File: config.mk
export PLATFORM = sky130hd
export DESIGN_NAME = sorted_min_priority_queue
export DESIGN_NICKNAME = d
export VERILOG_FILES = /design/src/hw/rtl/spq_pkg.sv /design/src/hw/rtl/sorted_min_priority_queue.sv /design/src/hw/rtl/spq_ram.sv /design/src/hw/rtl/spq_seq.sv
export SDC_FILE = /design/constraint.sdc
export NUM_CORES = 1
export LEC_CHECK = 0
export ABC_AREA = 1
export BUFFER_PORTS_ARGS = -buffer_cell sky130_fd_sc_hd__buf_4
export CAP_MARGIN = 20
export CORE_MARGIN = 1
export CORE_UTILIZATION = 45
export DETAILED_ROUTE_END_ITERATION = 10
export PLACE_DENSITY = 0.57
export SLEW_MARGIN = 15
export SYNTH_ARGS = -nofsm -noshare
export SYNTH_HDL_FRONTEND = slang
export SYNTH_HIERARCHICAL = 1
export SYNTH_SLANG_ARGS = --single-unit
File: constraint.sdc
create_clock -name clk_i -period 6.8 [get_ports clk_i]
set_clock_uncertainty 0.1 [all_clocks]
set_input_delay 1.02 -clock clk_i [delete_from_list [all_inputs] [get_ports clk_i]]
set_output_delay 1.02 -clock clk_i [all_outputs]
set_load 0.02 [all_outputs]
File: src/hw/rtl/spq_pkg.sv
// shared constants, types and helpers for the sorted min-priority queue
// no dependencies; imported by every module of the block
`default_nettype none

package spq_pkg;

  localparam int unsigned CAPACITY = 16;
  localparam int unsigned DATA_W   = 32;
  localparam int unsigned OCC_W    = 5;
  localparam int unsigned ADDR_W   = $clog2(CAPACITY);
  localparam int unsigned CNT_W    = $clog2(CAPACITY + 1);
  localparam int unsigned TDATA_W  = ((DATA_W + OCC_W + 7) / 8) * 8;
  localparam int unsigned TUSER_W  = 2;

  // op codes carried on the input tuser
  localparam logic OP_INSERT = 1'b0;
  localparam logic OP_POP    = 1'b1;

  // one access to the key memory
  typedef struct packed {
    logic              we;
    logic [ADDR_W-1:0] waddr;
    logic [DATA_W-1:0] wdata;
    logic [ADDR_W-1:0] raddr;
  } ram_req_t;

  // finished result of one word
  typedef struct packed {
    logic signed [DATA_W-1:0] value;
    logic                     empty;
    logic                     dropped;
    logic [OCC_W-1:0]         occupancy;
  } res_t;

  // logical slot to physical address in the circular store
  function automatic logic [ADDR_W-1:0] spq_phys(input logic [ADDR_W-1:0] head,
                                                 input logic [ADDR_W-1:0] slot);
    logic [ADDR_W:0] sum;
    sum = {1'b0, head} + {1'b0, slot};
    if (sum >= (ADDR_W + 1)'(CAPACITY)) begin
      sum = sum - (ADDR_W + 1)'(CAPACITY);
    end
    return sum[ADDR_W-1:0];
  endfunction

endpackage

`default_nettype wire

File: src/hw/rtl/sorted_min_priority_queue.sv
// top level of the sorted min-priority queue: stream ports and output register
// depends on spq_pkg, spq_ram and spq_seq
//
//  channel   dir  tdata                                   tuser
//  s_axis    in   [31:0] value                            [0] op (0 insert, 1 pop)
//  m_axis    out  [31:0] popped_value, [36:32] occupancy  [0] was_empty,
//                 [39:37] zero                                [1] insert_dropped
//
// keys sit in a circular store, smallest at the head pointer
// pop of a non-empty queue: read, retire, deliver
// insert: one compare-and-move step per stored key larger than the new one, each done by the
//   single compare unit and the one read port of the store
// empty pop, full insert and insert into an empty queue: straight to deliver
// reset clears the count, head, sequencer state and output valid; the store needs no clearing
// a finished word waits in the output register; the next word is taken meanwhile,
//   and the sequencer holds its result only while that register is still full
`default_nettype none

module sorted_min_priority_queue
  import spq_pkg::*;
(
  input  wire logic               clk_i,
  input  wire logic               rst_ni,
  input  wire logic               s_axis_tvalid_i,
  output      logic               s_axis_tready_o,
  input  wire logic [DATA_W-1:0]  s_axis_tdata_i,   // [31:0] value
  input  wire logic               s_axis_tuser_i,   // [0] op
  output      logic               m_axis_tvalid_o,
  input  wire logic               m_axis_tready_i,
  output      logic [TDATA_W-1:0] m_axis_tdata_o,   // [31:0] popped_value, [36:32] occupancy
  output      logic [TUSER_W-1:0] m_axis_tuser_o    // [0] was_empty, [1] insert_dropped
);

  logic              in_acc;
  logic              seq_ready;
  logic              res_valid;
  res_t              res;
  ram_req_t          ram_req;
  logic [DATA_W-1:0] ram_rdata;
  logic              out_free;

  logic               m_valid_q, m_valid_d;
  logic [TDATA_W-1:0] m_data_q, m_data_d;
  logic [TUSER_W-1:0] m_user_q, m_user_d;

  assign in_acc          = s_axis_tvalid_i && seq_ready;
  assign s_axis_tready_o = seq_ready;

  // output slot frees when empty or when its word is taken this cycle
  assign out_free = !m_valid_q || m_axis_tready_i;

  spq_ram u_ram (
    .clk_i   (clk_i),
    .req_i   (ram_req),
    .rdata_o (ram_rdata)
  );

  spq_seq u_seq (
    .clk_i       (clk_i),
    .rst_ni      (rst_ni),
    .start_i     (in_acc),
    .op_i        (s_axis_tuser_i),
    .value_i     (s_axis_tdata_i),
    .out_free_i  (out_free),
    .ready_o     (seq_ready),
    .res_valid_o (res_valid),
    .res_o       (res),
    .ram_req_o   (ram_req),
    .ram_rdata_i (ram_rdata)
  );

  always_comb begin
    m_valid_d = m_valid_q;
    m_data_d  = m_data_q;
    m_user_d  = m_user_q;
    if (m_valid_q && m_axis_tready_i) begin
      m_valid_d = 1'b0;
    end
    if (res_valid && out_free) begin
      m_valid_d = 1'b1;
      m_data_d  = TDATA_W'({res.occupancy, res.value});
      m_user_d  = {res.dropped, res.empty};
    end
  end

  always_ff @(posedge clk_i or negedge rst_ni) begin
    if (!rst_ni) begin
      m_valid_q <= 1'b0;
    end else begin
      m_valid_q <= m_valid_d;
    end
  end

  always_ff @(posedge clk_i) begin
    m_data_q <= m_data_d;
    m_user_q <= m_user_d;
  end

  assign m_axis_tvalid_o = m_valid_q;
  assign m_axis_tdata_o  = m_data_q;
  assign m_axis_tuser_o  = m_user_q;

`ifndef SYNTHESIS
  // the queue never reports more keys than it can hold
  assert property (@(posedge clk_i) disable iff (!rst_ni)
    m_axis_tvalid_o |-> (m_axis_tdata_o[DATA_W +: OCC_W] <= OCC_W'(CAPACITY)))
    else $error("occupancy above capacity");

  // a word is never both an empty pop and a dropped insert
  assert property (@(posedge clk_i) disable iff (!rst_ni)
    m_axis_tvalid_o |-> !(m_axis_tuser_o[0] && m_axis_tuser_o[1]))
    else $error("empty and dropped flags together");

  // an empty pop returns zero and leaves the queue empty
  assert property (@(posedge clk_i) disable iff (!rst_ni)
    (m_axis_tvalid_o && m_axis_tuser_o[0]) |->
      (m_axis_tdata_o[DATA_W-1:0] == '0 && m_axis_tdata_o[DATA_W +: OCC_W] == '0))
    else $error("empty pop with data or occupancy");

  // the sequencer is busy in the cycle after it takes a word
  assert property (@(posedge clk_i) disable iff (!rst_ni)
    in_acc |=> !s_axis_tready_o)
    else $error("ready right after accept");

  // a result is never loaded over a word that is still waiting
  assert property (@(posedge clk_i) disable iff (!rst_ni)
    (m_valid_q && !m_axis_tready_i) |=> $stable(m_data_q))
    else $error("output word overwritten");
`endif

endmodule

`default_nettype wire

File: src/hw/rtl/spq_ram.sv
// key store: one write port, one read port with registered read data
// depends on spq_pkg
`default_nettype none

module spq_ram
  import spq_pkg::*;
(
  input  wire logic              clk_i,
  input  wire ram_req_t          req_i,
  output      logic [DATA_W-1:0] rdata_o
);

  logic [DATA_W-1:0] mem [CAPACITY];
  logic [DATA_W-1:0] rdata_q;

  always_ff @(posedge clk_i) begin
    if (req_i.we) begin
      mem[req_i.waddr] <= req_i.wdata;
    end
  end

  always_ff @(posedge clk_i) begin
    rdata_q <= mem[req_i.raddr];
  end

  assign rdata_o = rdata_q;

endmodule

`default_nettype wire

File: src/hw/rtl/spq_seq.sv
// sequencer: walks the sorted store one slot a cycle with a shared comparator
// depends on spq_pkg; drives the key memory through a ram_req_t
`default_nettype none

module spq_seq
  import spq_pkg::*;
(
  input  wire logic                     clk_i,
  input  wire logic                     rst_ni,
  input  wire logic                     start_i,
  input  wire logic                     op_i,
  input  wire logic signed [DATA_W-1:0] value_i,
  input  wire logic                     out_free_i,
  output      logic                     ready_o,
  output      logic                     res_valid_o,
  output      res_t                     res_o,
  output      ram_req_t                 ram_req_o,
  input  wire logic        [DATA_W-1:0] ram_rdata_i
);

  typedef enum logic [4:0] {
    S_IDLE = 5'b00001,
    S_POP  = 5'b00010,
    S_CMP  = 5'b00100,
    S_PUT  = 5'b01000,
    S_DONE = 5'b10000
  } state_e;

  state_e                   state_q, state_d;
  logic [ADDR_W-1:0]        head_q, head_d;
  logic [CNT_W-1:0]         count_q, count_d;
  logic [ADDR_W-1:0]        idx_q, idx_d;
  logic signed [DATA_W-1:0] key_q, key_d;
  logic signed [DATA_W-1:0] val_q, val_d;
  logic                     empty_q, empty_d;
  logic                     drop_q, drop_d;

  logic signed [DATA_W-1:0] rd_s;
  logic                     rd_greater;
  logic [CNT_W-1:0]         count_m1;

  assign rd_s       = ram_rdata_i;
  assign rd_greater = rd_s > key_q;   // the shared compare unit
  assign count_m1   = count_q - CNT_W'(1);

  always_comb begin
    state_d   = state_q;
    head_d    = head_q;
    count_d   = count_q;
    idx_d     = idx_q;
    key_d     = key_q;
    val_d     = val_q;
    empty_d   = empty_q;
    drop_d    = drop_q;
    ram_req_o = '{we: 1'b0, waddr: '0, wdata: '0, raddr: '0};

    case (state_q)
      S_IDLE: begin
        if (start_i) begin
          val_d   = '0;
          empty_d = 1'b0;
          drop_d  = 1'b0;
          key_d   = value_i;
          if (op_i == OP_POP) begin
            if (count_q == '0) begin
              empty_d = 1'b1;
              state_d = S_DONE;
            end else begin
              ram_req_o.raddr = head_q;
              state_d         = S_POP;
            end
          end else if (count_q == CNT_W'(CAPACITY)) begin
            drop_d  = 1'b1;
            state_d = S_DONE;
          end else if (count_q == '0) begin
            ram_req_o.we    = 1'b1;
            ram_req_o.waddr = head_q;
            ram_req_o.wdata = value_i;
            count_d         = count_q + CNT_W'(1);
            state_d         = S_DONE;
          end else begin
            // start at the tail and move larger keys up one slot
            idx_d           = count_q[ADDR_W-1:0];
            ram_req_o.raddr = spq_phys(head_q, count_m1[ADDR_W-1:0]);
            state_d         = S_CMP;
          end
        end
      end
      S_POP: begin
        val_d   = rd_s;
        head_d  = spq_phys(head_q, ADDR_W'(1));
        count_d = count_m1;
        state_d = S_DONE;
      end
      S_CMP: begin
        ram_req_o.we    = 1'b1;
        ram_req_o.waddr = spq_phys(head_q, idx_q);
        if (rd_greater) begin
          ram_req_o.wdata = ram_rdata_i;
          idx_d           = idx_q - ADDR_W'(1);
          if (idx_q == ADDR_W'(1)) begin
            state_d = S_PUT;
          end else begin
            ram_req_o.raddr = spq_phys(head_q, idx_q - ADDR_W'(2));
          end
        end else begin
          // equal keys stay ahead of the new one
          ram_req_o.wdata = key_q;
          count_d         = count_q + CNT_W'(1);
          state_d         = S_DONE;
        end
      end
      S_PUT: begin
        ram_req_o.we    = 1'b1;
        ram_req_o.waddr = head_q;
        ram_req_o.wdata = key_q;
        count_d         = count_q + CNT_W'(1);
        state_d         = S_DONE;
      end
      S_DONE: begin
        if (out_free_i) begin
          state_d = S_IDLE;
        end
      end
      default: begin
        state_d = S_IDLE;
      end
    endcase
  end

  always_ff @(posedge clk_i or negedge rst_ni) begin
    if (!rst_ni) begin
      state_q <= S_IDLE;
      head_q  <= '0;
      count_q <= '0;
    end else begin
      state_q <= state_d;
      head_q  <= head_d;
      count_q <= count_d;
    end
  end

  always_ff @(posedge clk_i) begin
    idx_q   <= idx_d;
    key_q   <= key_d;
    val_q   <= val_d;
    empty_q <= empty_d;
    drop_q  <= drop_d;
  end

  assign ready_o     = (state_q == S_IDLE);
  assign res_valid_o = (state_q == S_DONE);
  assign res_o       = '{value: val_q, empty: empty_q, dropped: drop_q,
                         occupancy: OCC_W'(count_q)};

endmodule

`default_nettype wire

==> summary.md <==
| Metric | Value |
|---|---|
| Reg2Reg Setup Slack | 1850 ps |
| Mean Syn Cell Area | ~11 um^2 |
| Most common cell after layout, fill and taps aside | nand2_1 |
| Multi-input logic area | between 7000 and 8000 um^2 |
| Starting Density | 0.456 |
| Sw Ratio | 0.322 |
| PD cells | between 300 and 400 nW/um^2 |
| Max_cap viols | 0 |
| Measured slew at the worst slew-check pin | 1110 ps |
| DPL Wire Length | between 40000 and 50000 um |
| Max Root-Sink Buffers | 3 |
| Setup crit end kind | flip-flop |
| Reg-to-Reg Start | u_seq/key_q[11] |
| Final Hold Vio Count | 0 |
| Worst R2R End | u_ram/rdata_o[27] |
| Async SR Flop Fraction | 0.0225 |
| CTS tree | yes |
| Worst-path clk slew | approximately 60 ps |
| Synth Warn # | 6 |
| Drt pass-1 iters | 5 |
| Detail Route Antenna Nets | 0 |
| Vias | approximately 19000 |
| Share of power burned in combinational logic | 0.245 |
| Kind of critical path | reg2reg |
| First-pass GRT wire length | 111000 um |
| Final WL | around 74000 um |
| Drt via density | just over 5 |
| Post-route DRC | 0 |
| Rows | 93 |
| WL/cell | 19.7 um |
| Initial antenna violation count | 2 |
| Largest net degree at the start of global routing | approximately 190 |
| NetSw | about 3.9 mW |
| Clock Latency Late Sink | roughly 610 ps |
| Routability-driven placement congestion ratio | between 0.8 and 0.9 |
| CP Data Required Time | ~7200 ps |
| Synth area leader | edfxtp_1 |
| TritonCTS Sinks | roughly 670 |
| Die ar. | roughly 66000 um^2 |
| Layout area overhead | 12.4% |
| Die H | ~260 um |
| Ranking of synthesized cells by area | edfxtp_1 63%, nand2_1 10%, nand3_1 6.8%, inv_1 6.4%, dfxtp_1 2.2% |
| Initial DRC count | approximately 1600 |
| Cell count after synthesis | about 2800 |
| Layout Nets | approximately 2900 |
| Post-CTS Setup Bufs | 0 |
| Most frequent cells in the layout | 815 x nand2_1, 621 x edfxtp_1, 497 x inv_1, 401 x nand3_1, 112 x buf_4 |
| Setup TNS | 0 ps |
| Die X | approximately 260 um |
| Seq/Total Area, Yosys | 0.668 |
| Worst setup path startpoint | u_seq/key_q[11] |
| Worst min path class | in2async |
| Mapped cell area | 29400 um^2 |
| Startpoint types | flip-flop |
| Critical Path End | u_ram/rdata_o[27] |
| Power Internal | between 8 and 9 mW |
| Total gr overflow | 0 |
| Setup repair after global routing missed its margin | false |
| R2R cell count | 22 |
| Status | finished, final reports clean |
| Core footprint | 64600 um^2 |
| WP data arrival | between 5000 and 6000 ps |
| Crit-path max FO | 71 |
| Buffers on Ports | slightly below 80 |
| Crit path time final | ~4900 ps |
| Post-CTS sizing | 0 |
| Max Clock Freq | between 0.2 and 0.25 GHz |
| #FFs+latches synth | 668 |
| GRT Util Overall | 0.222 |
| Max VDD drop | 0.191 mV |
| Hold WS | roughly 180 ps |
| Ys flop type | edfxtp_1 |
| Final setup vio count | 0 |
| Ports | 81 |
| Hold_buf cts | 0 |
| Slew headroom | 0.258 |
| Vias in the first global route | approximately 18000 |
| CTS H-tree lvls | 3 |
| Root Buffer | clkbuf_16 |
| Final total power | approximately 12 mW |
| CTS buffer count | 70 |
| Share of layout cells above drive strength 1 | 0.100 |
| Netlist cell types | 50 |
| Top cell type's share of synthesized area | 0.634 |
| Flop pwr share | 0.434 |
| Final period util | 0.727 |
| # fillers | around 5700 |
| EDFF count, synth | about 620 |
| Final Max Slew Viols | 0 |
| FF/Latch Area | between 15000 and 20000 um^2 |
| Static leakage | between 10 and 15 nW |
| Clock Power Share | 0.322 |
[cell usage after synthesis (all sizes together), types with 2 or more instances]
cell type,count
a21oi,17
or2,2
nand3,402
nand2,820
clkinv,2
a211oi,2
clkbuf,15
buf,110
a22oi,2
inv,504
nand4,5
edfxtp,621
dfxtp,32
xnor2,3
o211ai,34
nand3b,2
nor2,70
a21o,3
o21ai,19
nor3,6
ha,47
xor2,14
o22ai,2
dfrtp,14
mux2i,2
fa,3
nor4,3
[stage by stage]
| stage | util | std cells | area, um^2 | setup slack [ps] |
|---|---|---|---|---|
| floorplan | - | 2766 | 29400 | 2820 |
| global placement | 0.476 | 3610 | 30700 | 1890 |
| detailed placement | 0.476 | 3611 | 30800 | 1910 |
| CTS | 0.512 | 3738 | 33100 | 1870 |
| global route | 0.512 | 3738 | 33100 | 1460 |
| finish | 0.512 | 3740 | 33100 | 1850 |
[kinds of logic after synthesis]
family | count (synthesis) | synth area share
other | 1 | 0.000127
AO/OA/AOI/OAI | 83 | 0.0233
flip-flops | 668 | 0.668
multiplexers | 2 | 0.000680
adder cells (fa/ha/maj) | 50 | 0.0220
AND/OR/NAND/NOR | 1312 | 0.188
XOR/XNOR | 17 | 0.00506
buffers and inverters | 631 | 0.0924
[routing by layer]
metal / GRT usage / wire, um / up-vias
met5: 0 / 0 / -
met4: 0.0662 / 1420 / 0
met3: 0.0338 / 4280 / 86
met2: 0.358 / 34400 / 550
met1: 0.312 / 33500 / 9249
li1: - / - / 9111
[how the worst min path moves through the flow]
stage                     slack (ps)            endpoint  cells after the start
after floorplan                  300   m_axis_tdata_o[0]                      0
after global placement           300  m_axis_tdata_o[29]                      0
after detailed placement         300   m_axis_tdata_o[2]                      0
after CTS                        150    u_seq/count_q[0]                      1
after global routing             170    u_seq/count_q[0]                      1
final                            180    u_seq/count_q[0]                      1
[area by class of cell]
class / instances / share of cell area
Multi-Input combinational cell: 1467 / 0.218
Tap cell: 855 / 0.0323
Sequential cell: 668 / 0.594
Timing Repair Buffer: 115 / 0.0275
Inverter: 506 / 0.0577
Clock buffer: 95 / 0.0608
Clock inverter: 32 / 0.00968
Antenna cell: 2 / 0.000151
[flip-flops by register name, summed over array words and instances (netlist names)]
name	flops
m_axis_tvalid_o	1
u_seq/idx_q	4
u_seq/state_q	5
u_seq/key_q	32
u_ram/rdata_o	32
u_seq/empty_q	1
u_ram/mem	512
u_seq/drop_q	1
u_seq/val_q	32
m_axis_tdata_o	37
m_axis_tuser_o	2
u_seq/count_q	5
u_seq/head_q	4
[critical path, stage by stage, from the launching register on]
cell and delay, ps:
edfxtp_1 360, inv_1 50, ha_1 280, nand2_1 60
inv_1 60, nand3_1 120, nor2_1 240, nand2_1 90
nand2_1 80, nand2_2 70, nand2_1 70, nand2_1 40
nand2_1 160, nand4_1 310, inv_1 160, nand2_1 70
o211ai_1 200, buf_4 710, buf_4 870, nand3_1 180
nand3_1 140, nand3_1 90, nand2_1 240
[power groups by stage]
stage	logic (mW)	clock network, mW	registers [mW]
6_report	2.94	3.86	5.21
5_1_grt	3.28	4.10	5.24
4_1_cts	2.94	3.95	5.21
3_5_place_dp	2.93	0	5.29
3_3_place_gp	2.90	0	5.28
2_1_floorplan	2.14	0	5.20
(Power assumes the default switching activity.)
